[config.mk]
export PLATFORM = sky130hd
export DESIGN_NAME = sine_pwm_with_amplitude_feedback_core
export DESIGN_NICKNAME = d
export VERILOG_FILES = /design/src/rtl/spwm_pkg.sv /design/src/rtl/spwm_phase.sv /design/src/rtl/spwm_gain.sv /design/src/rtl/sine_pwm_with_amplitude_feedback_core.sv
export SDC_FILE = /design/constraint.sdc
export NUM_CORES = 1
export LEC_CHECK = 0
export BUFFER_PORTS_ARGS = -buffer_cell sky130_fd_sc_hd__buf_4
export CORE_MARGIN = 3
export CORE_UTILIZATION = 29
export DETAILED_ROUTE_END_ITERATION = 10
export PLACE_DENSITY_LB_ADDON = 0.3
export SLEW_MARGIN = 25
export SYNTH_ARGS = -nofsm -noshare
export SYNTH_HDL_FRONTEND = slang
export SYNTH_SLANG_ARGS = --single-unit
[constraint.sdc]
create_clock -name clk -period 18.9 [get_ports clk]
set_input_delay 1.89 -clock clk [delete_from_list [all_inputs] [get_ports clk]]
set_output_delay 1.89 -clock clk [all_outputs]
set_load 0.05 [all_outputs]
[src/rtl/spwm_pkg.sv]
// Shared types, constants and the half-sine table for the sine PWM core.
// No dependencies; imported by every module of the block.
package spwm_pkg;

  localparam int unsigned SAMPLE_W = 10;
  localparam int unsigned GAIN_W   = 17;
  localparam int unsigned CMP_W    = 8;
  localparam int unsigned CFG_IDX_W = 3;

  localparam int unsigned TABLE_DEPTH_DEFAULT = 32;
  localparam int unsigned SAMPLE_BITS_DEFAULT = 10;

  // Stored table is always 32 entries; deeper index ranges wrap onto it.
  localparam int unsigned SINE_ENTRIES = 32;
  localparam int unsigned SINE_IDX_W   = 5;

  localparam logic [CMP_W-1:0] SINE_TABLE [SINE_ENTRIES] = '{
    8'd0,   8'd25,  8'd49,  8'd73,  8'd96,  8'd118, 8'd139, 8'd159,
    8'd177, 8'd193, 8'd208, 8'd220, 8'd231, 8'd239, 8'd245, 8'd249,
    8'd250, 8'd249, 8'd245, 8'd239, 8'd231, 8'd220, 8'd208, 8'd193,
    8'd177, 8'd159, 8'd139, 8'd118, 8'd96,  8'd73,  8'd49,  8'd25
  };

  localparam logic [SAMPLE_W-1:0] UPPER_RESET = 10'd480;
  localparam logic [SAMPLE_W-1:0] LOWER_RESET = 10'd460;
  localparam logic [GAIN_W-1:0]   FAST_RESET  = 17'd328;
  localparam logic [GAIN_W-1:0]   SLOW_RESET  = 17'd13;
  localparam logic [GAIN_W-1:0]   MIN_RESET   = 17'd6554;
  localparam logic [GAIN_W-1:0]   MAX_RESET   = 17'd65536;

  typedef enum logic [CFG_IDX_W-1:0] {
    REG_UPPER = 3'd0,
    REG_LOWER = 3'd1,
    REG_FAST  = 3'd2,
    REG_SLOW  = 3'd3,
    REG_MIN   = 3'd4,
    REG_MAX   = 3'd5
  } cfg_reg_t;

  typedef struct packed {
    logic [SAMPLE_W-1:0] upper_threshold;
    logic [SAMPLE_W-1:0] lower_threshold;
    logic [GAIN_W-1:0]   fast_step;
    logic [GAIN_W-1:0]   slow_step;
    logic [GAIN_W-1:0]   min_gain;
    logic [GAIN_W-1:0]   max_gain;
  } gain_cfg_t;

  // Per-request controls into the gain loop
  typedef struct packed {
    logic                advance;
    logic                run;
    logic                fast_mode;
    logic [SAMPLE_W-1:0] sample;
  } gain_req_t;

endpackage

[src/rtl/spwm_phase.sv]
// Phase index counter, half-cycle flag and half-sine table lookup.
// Depends on spwm_pkg.
module spwm_phase #(
  parameter int unsigned TABLE_DEPTH = spwm_pkg::TABLE_DEPTH_DEFAULT
) (
  input  logic                       clk,
  input  logic                       rst,
  input  logic                       advance,
  output logic [spwm_pkg::CMP_W-1:0] entry,
  output logic                       half_next
);
  import spwm_pkg::*;

  localparam int unsigned PW = (TABLE_DEPTH > 1) ? $clog2(TABLE_DEPTH) : 1;

  logic [PW-1:0] phase_index;
  logic          half_cycle;
  logic [PW:0]   inc;
  logic          wrap;
  logic [PW-1:0] phase_index_next;
  logic [PW+SINE_IDX_W-1:0] idx_ext;

  assign inc  = {1'b0, phase_index} + (PW+1)'(1);
  assign wrap = inc >= (PW+1)'(TABLE_DEPTH);
  assign phase_index_next = wrap ? '0 : inc[PW-1:0];
  assign half_next = half_cycle ^ wrap;

  // entry after the advance, index taken mod 32
  assign idx_ext = {{SINE_IDX_W{1'b0}}, phase_index_next};
  assign entry   = SINE_TABLE[idx_ext[SINE_IDX_W-1:0]];

  always_ff @(posedge clk) begin
    if (rst) begin
      phase_index <= '0;
      half_cycle  <= 1'b0;
    end else if (advance) begin
      phase_index <= phase_index_next;
      half_cycle  <= half_next;
    end
  end

endmodule

[src/rtl/spwm_gain.sv]
// Amplitude feedback: gain register with hysteresis step and min/max clamp, zeroed when run is low.
// Depends on spwm_pkg.
module spwm_gain (
  input  logic                        clk,
  input  logic                        rst,
  input  spwm_pkg::gain_cfg_t         cfg,
  input  spwm_pkg::gain_req_t         req,
  output logic [spwm_pkg::GAIN_W-1:0] gain
);
  import spwm_pkg::*;

  logic [GAIN_W-1:0] gain_next;
  logic [GAIN_W-1:0] step;
  logic [GAIN_W:0]   sum;
  logic [GAIN_W-1:0] stepped;

  assign step = req.fast_mode ? cfg.fast_step : cfg.slow_step;
  assign sum  = {1'b0, gain} + {1'b0, step};

  always_comb begin
    if (req.sample > cfg.upper_threshold) begin
      stepped = (gain > step) ? gain - step : '0;
    end else if (req.sample < cfg.lower_threshold) begin
      stepped = sum[GAIN_W] ? '1 : sum[GAIN_W-1:0];
    end else begin
      stepped = gain;
    end

    if (!req.run) begin
      gain_next = '0;
    end else if (stepped <= cfg.min_gain) begin
      gain_next = cfg.min_gain;
    end else if (stepped >= cfg.max_gain) begin
      gain_next = cfg.max_gain;
    end else begin
      gain_next = stepped;
    end
  end

  always_ff @(posedge clk) begin
    if (rst) begin
      gain <= '0;
    end else if (req.advance) begin
      gain <= gain_next;
    end
  end

endmodule

[src/rtl/sine_pwm_with_amplitude_feedback_core.sv]
// Top level of the sine PWM bridge driver with output-voltage gain feedback.
// Depends on spwm_pkg, spwm_phase and spwm_gain.
//
// Usage:
//   One request on the s_ channel per PWM tick carries run, the sampled
//   output voltage and the fast/slow step select. Each request produces
//   exactly one result on the m_ channel: the two leg compare values, the
//   two low-side drives and the relay enable.
//   The edge that takes a request also loads its result, so m_tdata and
//   m_tvalid show it right after that edge. Throughput is one request per
//   cycle while the receiver keeps m_tready high, set by the single result
//   register; the lookup, 8x17 multiply and gain step/clamp all sit between
//   the state registers and that register.
//   When the receiver stalls (m_tready low with m_tvalid high) the result is
//   held and s_tready drops; it rises again in the cycle the result is
//   taken, so a new request can enter on that same edge.
//   Settings are written through cfg_we/cfg_index/cfg_data while idle;
//   indexes beyond the register list are ignored.
//   Reset (rst, synchronous) clears the phase index, half-cycle flag and
//   gain, empties the result register and restores the default thresholds,
//   steps and clamps.
module sine_pwm_with_amplitude_feedback_core #(
  parameter int unsigned TABLE_DEPTH = spwm_pkg::TABLE_DEPTH_DEFAULT,
  parameter int unsigned SAMPLE_BITS = spwm_pkg::SAMPLE_BITS_DEFAULT
) (
  input  logic                          clk,
  input  logic                          rst,
  input  logic                          s_tvalid,
  output logic                          s_tready,
  input  logic [15:0]                   s_tdata,  // run, output_voltage[9:0], fast_mode
  output logic                          m_tvalid,
  input  logic                          m_tready,
  output logic [23:0]                   m_tdata,  // compare_a[7:0], compare_b[7:0],
                                                  // low_side_a, low_side_b, relay_on
  input  logic                          cfg_we,
  input  logic [spwm_pkg::CFG_IDX_W-1:0] cfg_index,
  input  logic [spwm_pkg::GAIN_W-1:0]   cfg_data
);
  import spwm_pkg::*;

  gain_cfg_t         cfg;
  gain_req_t         req;
  logic              accept;
  logic              run;
  logic              fast_mode;
  logic [SAMPLE_W-1:0] output_voltage;
  logic [SAMPLE_W-1:0] sample;
  logic [CMP_W-1:0]  entry;
  logic              half_next;
  logic [GAIN_W-1:0] gain;
  logic [CMP_W+GAIN_W-1:0] product;
  logic [CMP_W-1:0]  scaled;
  logic [CMP_W-1:0]  compare_a;
  logic [CMP_W-1:0]  compare_b;
  logic              low_side_a;
  logic              low_side_b;

  assign run            = s_tdata[0];
  assign output_voltage = s_tdata[SAMPLE_W:1];
  assign fast_mode      = s_tdata[SAMPLE_W+1];

  always_comb begin
    for (int i = 0; i < SAMPLE_W; i++) begin
      sample[i] = (i < SAMPLE_BITS) ? output_voltage[i] : 1'b0;
    end
  end

  assign s_tready = !m_tvalid || m_tready;
  assign accept   = s_tvalid && s_tready;

  always_ff @(posedge clk) begin
    if (rst) begin
      cfg.upper_threshold <= UPPER_RESET;
      cfg.lower_threshold <= LOWER_RESET;
      cfg.fast_step       <= FAST_RESET;
      cfg.slow_step       <= SLOW_RESET;
      cfg.min_gain        <= MIN_RESET;
      cfg.max_gain        <= MAX_RESET;
    end else if (cfg_we) begin
      case (cfg_index)
        REG_UPPER: cfg.upper_threshold <= cfg_data[SAMPLE_W-1:0];
        REG_LOWER: cfg.lower_threshold <= cfg_data[SAMPLE_W-1:0];
        REG_FAST:  cfg.fast_step       <= cfg_data;
        REG_SLOW:  cfg.slow_step       <= cfg_data;
        REG_MIN:   cfg.min_gain        <= cfg_data;
        REG_MAX:   cfg.max_gain        <= cfg_data;
        default:   ;
      endcase
    end
  end

  spwm_phase #(
    .TABLE_DEPTH(TABLE_DEPTH)
  ) u_phase (
    .clk      (clk),
    .rst      (rst),
    .advance  (accept),
    .entry    (entry),
    .half_next(half_next)
  );

  assign req.advance   = accept;
  assign req.run       = run;
  assign req.fast_mode = fast_mode;
  assign req.sample    = sample;

  spwm_gain u_gain (
    .clk (clk),
    .rst (rst),
    .cfg (cfg),
    .req (req),
    .gain(gain)
  );

  // compare uses the gain from before this tick's update, Q16 truncated and saturated at 255
  assign product = (CMP_W+GAIN_W)'(entry) * (CMP_W+GAIN_W)'(gain);
  assign scaled  = (product[CMP_W+GAIN_W-1:16] > (CMP_W+GAIN_W-16)'(8'hFF))
                   ? 8'hFF : product[16 +: CMP_W];

  assign compare_a  = (run && !half_next) ? scaled : '0;
  assign compare_b  = (run &&  half_next) ? scaled : '0;
  assign low_side_a = run && !half_next;
  assign low_side_b = run &&  half_next;

  always_ff @(posedge clk) begin
    if (rst) begin
      m_tvalid <= 1'b0;
    end else if (accept) begin
      m_tvalid <= 1'b1;
    end else if (m_tready) begin
      m_tvalid <= 1'b0;
    end
  end

  always_ff @(posedge clk) begin
    if (accept) begin
      m_tdata <= {5'b0, run, low_side_b, low_side_a, compare_b, compare_a};
    end
  end

endmodule
# ---- Word-level counts from Yosys, hierarchy flattened
# Memories as Yosys holds them, arrays and structs flattened.
# Index checks and enable logic that the tools add are counted.
dict set report classes {
  n_eq_ne 5
  reduce_logical 14
  mux 14
  n_mul 1
  n_bitwise 2
  n_lt_le_gt_ge 8
  n_addsub 3
}
# cell count
set op_table {}
lappend op_table {{17-bit 2-to-1 mux} 8}
lappend op_table {{8-bit by 17-bit multiplier with 25-bit output} 1}
lappend op_table {{8-bit 2-to-1 mux} 3}
lappend op_table {{17-bit by 17-bit adder with 18-bit output} 1}
lappend op_table {{17-bit greater-or-equal comparator} 1}
lappend op_table {{17-bit > comparator} 1}
lappend op_table {{17-bit <= comparator} 1}
lappend op_table {{17-bit subtractor} 1}
lappend op_table {{6-bit greater-or-equal comparator (second input constant)} 2}
lappend op_table {{2-bit AND reduction} 6}
lappend op_table {{10-bit > comparator} 1}
lappend op_table {{10-bit less-than comparator} 1}
lappend op_table {{9-bit by 8-bit > comparator with 1-bit output (second input constant)} 1}
lappend op_table {{5-bit by 1-bit adder with 6-bit output (second input constant)} 1}
lappend op_table {{3-bit by 2-bit == test with 1-bit output (second input constant)} 2}
lappend op_table {{3-bit == test (second input constant)} 2}
lappend op_table {{5-bit inverter with 6-bit output} 1}
lappend op_table {{5-bit 2-to-1 mux} 1}
lappend op_table {{3-bit by 1-bit == test with 1-bit output (second input constant)} 1}
lappend op_table {{1-bit logical AND} 3}
lappend op_table {{3-bit zero test} 1}
lappend op_table {{1-bit zero test} 2}
lappend op_table {{1-bit 2-to-1 mux} 2}
lappend op_table {{2-bit nonzero test} 1}
lappend op_table {{other kinds (2)} 2}
dict set report totals {
  mem_bits_ro 256
  ff_bits 131
  n_memories 1
  elab_cells 61
}
# name depth word_bits rd rd_ports_with_merged_regs write_ports line
set mem_list {}
lappend mem_list {{(name not given)} 32 8 1 0 0 spwm_phase.sv:30} ;# assign entry = SINE_TABLE[idx_ext[SINE_IDX_W-1:0]];

# ---- Logic depth before layout (Yosys ltp)
# Gate-level depths: netlist of the first run.
dict set report logic_depth {
  ltp_word 10
  depth_mapped 32
}

# ---- By module
# Synthesis of the first run repeated with hierarchy kept, for this count alone.
dict set report unflattened {
  hier_cells 1716
  hier_area_um2 13813.2
}
# mod seq_area_each_um2 area_each_um2 instances cells_per_inst
set modules_own_cells {}
lappend modules_own_cells {sine_pwm_with_amplitude_feedback_core 2352.3 8054.0 1 922}
lappend modules_own_cells {spwm_gain 340.3 4615.7 1 640}
lappend modules_own_cells {spwm_phase 120.1 1143.6 1 154}

# ---- Worst setup path before layout of the first run
# No wires, ideal clock.
dict set report synth_path {
  path_kind {input -> register}
  from {input s_tdata[11]}
  to {register u_gain.gain[13] (netlist name)}
  n_path_buf 5
  path_stages 26
  path_slack_ns 11.503
  required_time_ns 18.785
  setup_ns 0.115
  arrival_time_ns 7.281
  cell_sequence {clkbuf_1 clkbuf_1 mux2i_1 ha_1 nor2b_1 o21bai_1 a21o_1 nand4_1 a31oi_1 a2111oi_4 nand2b_4 buf_6 a211oi_1 o22ai_1 ha_1 nand3_1 o21bai_1 a21oi_1 o31ai_1 nor4bb_1 a41oi_1 nor2b_1 clkbuf_1 clkbuf_1 a222oi_1 a21bo_2}
}
dict set report synth_via {
  elab_chain_len 9
  elab_cells_between_ends 13
  cone_classes {2 x add/sub; 3 x order compare; 8 x mux}
}
# element line
set synth_rtl {}
lappend synth_rtl {{start: declaration} sine_pwm_with_amplitude_feedback_core.sv:30} ;# input logic [15:0] s_tdata,
lappend synth_rtl {{17-bit 2-to-1 mux *} spwm_gain.sv:17} ;# assign step = req.fast_mode ? cfg.fast_step : cfg.slow_step;
lappend synth_rtl {{17-bit by 17-bit adder with 18-bit output} spwm_gain.sv:18} ;# assign sum = {1'b0, gain} + {1'b0, step};
lappend synth_rtl {{17-bit 2-to-1 mux} spwm_gain.sv:24} ;# stepped = sum[GAIN_W] ? '1 : sum[GAIN_W-1:0];
lappend synth_rtl {{17-bit 2-to-1 mux} spwm_gain.sv:23} ;# end else if (req.sample < cfg.lower_threshold) begin
lappend synth_rtl {{17-bit 2-to-1 mux *} spwm_gain.sv:21} ;# if (req.sample > cfg.upper_threshold) begin
lappend synth_rtl {{17-bit greater-or-equal comparator} spwm_gain.sv:33} ;# end else if (stepped >= cfg.max_gain) begin
lappend synth_rtl {{17-bit 2-to-1 mux} spwm_gain.sv:33}
lappend synth_rtl {{17-bit 2-to-1 mux *} spwm_gain.sv:31} ;# end else if (stepped <= cfg.min_gain) begin
lappend synth_rtl {{17-bit 2-to-1 mux *} spwm_gain.sv:29} ;# if (!req.run) begin
lappend synth_rtl {{end signal: assignment} spwm_gain.sv:44} ;# gain <= gain_next;
lappend synth_rtl {{end: declaration} spwm_gain.sv:8} ;# output logic [spwm_pkg::GAIN_W-1:0] gain
# Mark *: on every way between the ends. The rest lies on a longest branch, timed or not.
# A chain may end at the register's enable or synchronous reset.

# ---- Final worst setup path of the first run
# Ends and elaborated chain as after synthesis.

==> reports/results.txt, run 1 <==
Status -> completed
Reg-to-reg startpoint -> u_phase.phase_index[0]
WP data required -> 19.30 ns
CTS Hold Buffers Added -> 0
Layout Nets -> 1913
Reg2reg end -> m_tdata[6]
Final setup violation count -> 0
Largest net degree at the start of global routing -> 98
Die Wd -> 220 um
Cells on worst reg2reg path -> 30
Worst R2R Setup Slack -> 10.90 ns
Total gr overflow -> 0
Most common cell after layout, fill and taps aside -> nand2_1
RSZ-0062 raised after global routing -> no
Slew headroom -> 32.8%
Root Buffer -> clkbuf_16
Starting Density -> 29.7%
Die Y -> 220 um
Post-CTS resize count -> 0
Hold Path Sink -> cfg[43]
Drt pass-1 iters -> 8
Final Max Tran Viols -> 0
Async SR Flop Fraction -> 0%
Worst-Margin Slew -> 1.01 ns
CTS Buffer Depth -> 2
Fin util -> 33.2%
Number of synthesized flops with an enable pin -> 19
Clock transition at the registers of the reported paths -> 0.07 ns
Post-synthesis area per instance -> 8.14 um^2
Seq/Total Area, Yosys -> 21.2%
DIE AREA -> 48500 um^2
Crit Path Category -> input port to register
N_diodes -> 0
Dpl hpwl -> 27.9 mm
Vias -> 11370
Crit path DAT -> 8.41 ns
Min-delay src -> cfg[43]
Synthesized netlist cell count -> 1633
Gr usage total -> 15.3%
Peak VDD IR -> 67.6 uV
Final wirelength -> 36.5 mm
Initial antenna violation count -> 1
Final Critical Period -> 8.01 ns
YS warnings -> 0
Routed wire per std cell -> 16.2 um
CTS tree -> yes
Main synth FF type -> dfxtp_1
Routed Antenna Nets -> 0
Hold Path Depth -> 2
Post-DR vias/cell -> 5.06
CTS H-tree depth -> 4
CTS buffer count -> 17
Post-Synthesis Cell Area -> 13300 um^2
First-pass GRT wire length -> 58.7 mm
Fin crit share -> 42.4%
Placeable Area -> 44700 um^2
Num rows -> 77
Startpoint types -> input port
FMAX -> 0.125 GHz
CP Max Fanout -> 17
# IOs -> 67
Vias in the first global route -> 11126
Area Growth Syn to Fin -> 11.6%
Clock Skews -> 0.0226 ns
Max-Cap Viols -> 0
Final GP Congestion -> 0.887
Seq cells post-synth -> 131
Initial DRC count -> 646
# DRC -> 0
IO buf count -> 57
Power per cell area -> 122 nW/um^2
Min-delay worst type -> register to register
Leak -> 6.96 nW
Worst setup EP type -> register
Final Hold Vio Count -> 0
Setup bufs post-CTS -> 0
Setup TNS -> 0 ns
Clock Sinks -> 131
Synth unique cells -> 92
Most frequent cells in the layout -> nand2_1, inv_1, ha_1, a21oi_1, dfxtp_1
Fraction of layout cells with a size suffix above 1 -> 8.94%
Skew-Pair Late Insertion Delay -> 0.46 ns
[layout make-up]
class                      count  area, um^2
fill                        4722       29900
multi-input combinational   1215        9370
sequential                   131        2810
inverter                     210         788
tap                          592         741
timing repair buffer          69         515
clock buffer                  17         425
clock inverter                14         191
[metal layers]
metal / track usage (%) / routed length [um] / up-vias
met2: 25.2 / 16700 / 221
met5: 0 / 0 / -
li1: - / - / 5570
met4: 4.49 / 682 / 0
met1: 20.7 / 17500 / 5533
met3: 2.50 / 1500 / 46
[synthesized netlist by cell type, drive strengths merged, types with 15 or more instances]
master,count,area (um^2)
a211o,15,131
a21o,38,285
a21oi,132,664
and2,83,522
buf,24,150
clkbuf,57,214
dfxtp,112,2240
edfxtp,19,571
fa,91,1820
ha,137,1710
inv,209,785
mux2i,20,200
nand2,246,926
nand3,18,100
nor2,81,317
nor2b,34,213
o21ai,51,255
[stage by stage]
| stage | total power (W) | hold WS [ns] | area, um^2 | setup WS [ns] | cells |
|---|---|---|---|---|---|
| floorplan | 0.00117 | 0.433 | 13300 | 11.50 | 1637 |
| global placement | 0.00143 | 0.441 | 14200 | 10.49 | 2216 |
| detailed placement | 0.00145 | 0.446 | 14200 | 10.37 | 2217 |
| CTS | 0.00182 | 0.455 | 14800 | 10.85 | 2248 |
| global route | 0.00198 | 0.472 | 14800 | 10.38 | 2248 |
| finish | 0.00181 | 0.454 | 14800 | 10.89 | 2248 |
[sequential cells by signal (all words and copies together) (netlist names)]
signal               flops
u_phase.half_cycle       1
cfg                     88
m_tdata                 19
m_tvalid                 1
u_phase.phase_index      5
u_gain.gain             17
[worst max-delay path, stage by stage]
cell,delay [ns]
buf_4,0.28
mux2i_1,0.73
ha_1,0.40
nor2b_1,0.16
o21bai_1,0.19
a21o_1,0.19
nand4_1,0.09
a31oi_1,0.52
a2111oi_4,0.20
nor2_4,0.43
o221a_2,0.27
o22ai_1,0.15
ha_1,0.37
nand3_1,0.11
o21bai_1,0.17
a21oi_1,0.21
o31ai_1,0.11
nor4bb_1,0.16
a41oi_1,0.57
nand2_1,0.16
nor2_1,0.40
buf_4,0.28
a222oi_1,0.11
a21bo_2,0.22
[power breakdown]
group | switching [W] | leakage [nW] | total, W | internal (W)
combinational | 0.000647 | 5.57 | 0.00107 | 0.000428
sequential | 0.0000604 | 1.10 | 0.000367 | 0.000307
clock | 0.000154 | 0.297 | 0.000365 | 0.000212
total | 0.000861 | 6.96 | 0.00181 | 0.000947
[worst max path at each step]
stage,start,endpoint,slack [ns],cells after the start
after detailed placement,s_tdata[11],u_gain.gain[13],10.37,23
after floorplan,s_tdata[11],u_gain.gain[13],11.50,26
after global placement,s_tdata[11],u_gain.gain[13],10.49,23
after global routing,u_phase.phase_index[0],m_tdata[5],10.38,30
final,s_tdata[11],u_gain.gain[13],10.89,24
after CTS,u_phase.phase_index[0],m_tdata[6],10.85,30
[cell families (layout without fill, tap and decap cells)]
family                   after synthesis  after routing  share of synthesized area (%)
multiplexers                          22             22                           1.68
adder cells (fa/ha/maj)              228            228                           26.6
XOR/XNOR                              13             13                           1.05
AND/OR/NAND/NOR                      547            547                           20.1
other                                  1              5                         0.0282
AO/OA/AOI/OAI                        400            400                           20.8
buffers and inverters                291            310                           8.67
flip-flops                           131            131                           21.2
No activity file was read; power rests on OpenSTA's default activity.
==> inputs of run 2 (changes only) <==
==> constraint.sdc (replaced) <==
create_clock -name clk -period 8.18 [get_ports clk]
set_input_delay 0.818 -clock clk [delete_from_list [all_inputs] [get_ports clk]]
set_output_delay 0.818 -clock clk [all_outputs]
set_load 0.05 [all_outputs]
==> run 2 against run 1 <==
  * Die area unchanged
  * Largest cell class unchanged
  * Critical endpoint is now m_tdata[14]
  * Register-to-register slack worse by 10 ns
  * First-iteration DRC count down 7.4%
  * Via count down 0.91%
  * Combinational power up 140%
  * Highest routed layer unchanged
==> reports/results.txt, run 2 (synthesis gave the netlist of run 1 again) <==
Total gr overflow -> 0 (unchanged)
Die Wd -> 220 um (unchanged)
Placeable Area -> 44700 um^2 (unchanged)
Layout Nets -> 1922 (+0.47%)
Starting Density -> 29.7% (unchanged)
Largest net degree at the start of global routing -> 98 (unchanged)
CP Max Fanout -> 17 (unchanged)
Clock Sinks -> 131 (unchanged)
Most frequent cells in the layout -> nand2_1, inv_1, ha_1, a21oi_1, dfxtp_1
Final instance area -> 14900 um^2 (+0.51%)
RSZ-0062 raised after global routing -> no
Setup bufs post-CTS -> 0 (unchanged)
Slew headroom -> 33.4% (+0.59 points)
Dpl hpwl -> 27.9 mm (about the same)
Final Max Tran Viols -> 0 (unchanged)
Root Buffer -> clkbuf_16
First-pass GRT wire length -> 58.9 mm (+0.34%)
CTS H-tree depth -> 4 (unchanged)
Placed cell areas -> 14300 um^2 (+0.62%)
Min-delay worst type -> register to register
Final setup violation count -> 0 (unchanged)
Routed wire per std cell -> 16.1 um (-0.92%)
Startpoint types -> register
Num rows -> 77 (unchanged)
Fraction of layout cells with a size suffix above 1 -> 9.36% (+0.43 points)
Most frequent CP cell -> inv_1
Status -> completed
Die Y -> 220 um (unchanged)
Leak -> 7.02 nW (+0.78%)
Crit path DAT -> 7.74 ns (-0.67 ns)
Vias -> 11267 (-0.91%)
Skew-Pair Late Insertion Delay -> 0.47 ns (about the same)
Crit Path Category -> register to register
CP max stage delay -> 0.57 ns (-0.16 ns)
Max-Cap Viols -> 0 (unchanged)
Most common cell after layout, fill and taps aside -> nand2_1
Routed Antenna Nets -> 0 (unchanged)
Vias in the first global route -> 11178 (+0.47%)
CTS Buffer Depth -> 2 (unchanged)
Final GP Congestion -> 0.930 (+4.9%)
Initial DRC count -> 598 (-7.4%)
Initial antenna violation count -> 1 (unchanged)
Worst setup EP type -> register
Fin util -> 33.4% (+0.17 points)
CTS tree -> yes
Post-DR vias/cell -> 4.99 (-1.3%)
Worst-Margin Slew -> 0.999 ns (-0.00879 ns)
FMAX -> 0.133 GHz
Peak VDD IR -> 157 uV (+130%)
Power per cell area -> 281 nW/um^2 (+130%)
Fin crit share -> 92.0%
CTS Hold Buffers Added -> 0 (unchanged)
DIE AREA -> 48500 um^2 (unchanged)
CTS buffer count -> 17 (unchanged)
Largest Register -> cfg
N_diodes -> 0 (unchanged)
# IOs -> 67 (unchanged)
Final wirelength -> 36.3 mm (-0.48%)
# DRC -> 0 (unchanged)
IO buf count -> 57 (unchanged)
Final Hold Vio Count -> 0 (unchanged)
Top flop regs -> cfg x88, m_tdata x19, u_gain.gain x17
Gr usage total -> 15.3% (+0.043 points)
Post-CTS resize count -> 0 (unchanged)
Setup TNS -> 0 ns (unchanged)
Final Critical Period -> 7.52 ns
WP data required -> 8.39 ns (-10.91 ns)
Clock transition at the registers of the reported paths -> 0.07 ns (about the same)
Slowest CP cell -> fa_1
Drt pass-1 iters -> 7 (-1)
Max reg flops -> 88 (unchanged)
Clock Skews -> 0.0229 ns (+0.000311 ns)
Area Growth Syn to Fin -> 12.2%
## run 2: final timing paths
path | startpoint | end | slack, ns | cells past startpoint
min | cfg[58] | cfg[58] | 0.45 | 2
min reg2reg | cfg[58] | cfg[58] | 0.45 | 2
max reg2reg | u_phase.phase_index[1] | m_tdata[14] | 0.66 | 30
max | u_phase.phase_index[1] | m_tdata[14] | 0.66 | 30
## run 2: metrics by stage
stage / instances / power [W] / hold slack, ns / worst slack, ns
floorplan: 1637 / 0.00271 / 0.433 / 1.06
global placement: 2226 / 0.00332 / 0.439 / 0.693
detailed placement: 2226 / 0.00337 / 0.447 / 0.721
CTS: 2258 / 0.00422 / 0.456 / 0.663
global route: 2258 / 0.00460 / 0.477 / 0.132
finish: 2258 / 0.00419 / 0.454 / 0.655
## run 2: final cells by class
class,instances,area (um^2)
Sequential cell,131,2810
Tap cell,592,741
Inverter,210,788
Clock buffer,17,425
Fill cell,4751,29800
Clock inverter,15,186
Timing Repair Buffer,78,611
Multi-Input combinational cell,1215,9350
## run 2: worst max-delay path: cells and delay by family (launching register included)
kind	cells	cell delay [ns]
buffers and inverters	7	0.76
flip-flops	1	0.52
AO/OA/AOI/OAI	11	2.22
AND/OR/NAND/NOR	6	0.95
adder cells (fa/ha/maj)	6	2.80
## run 2: routing by layer
layer,up-vias,global-route usage [%],routed length (um)
met2,289,25.5,17100
li1,5567,-,-
met5,-,0,0
met4,0,4.57,533
met3,44,2.26,1670
met1,5367,20.6,17000
## run 2: report_power, final
part / internal [W] / leakage, nW / switching, W
Combinational: 0.00101 / 5.62 / 0.00152
Clock: 0.000464 / 0.300 / 0.000367
Sequential: 0.000709 / 1.10 / 0.000124
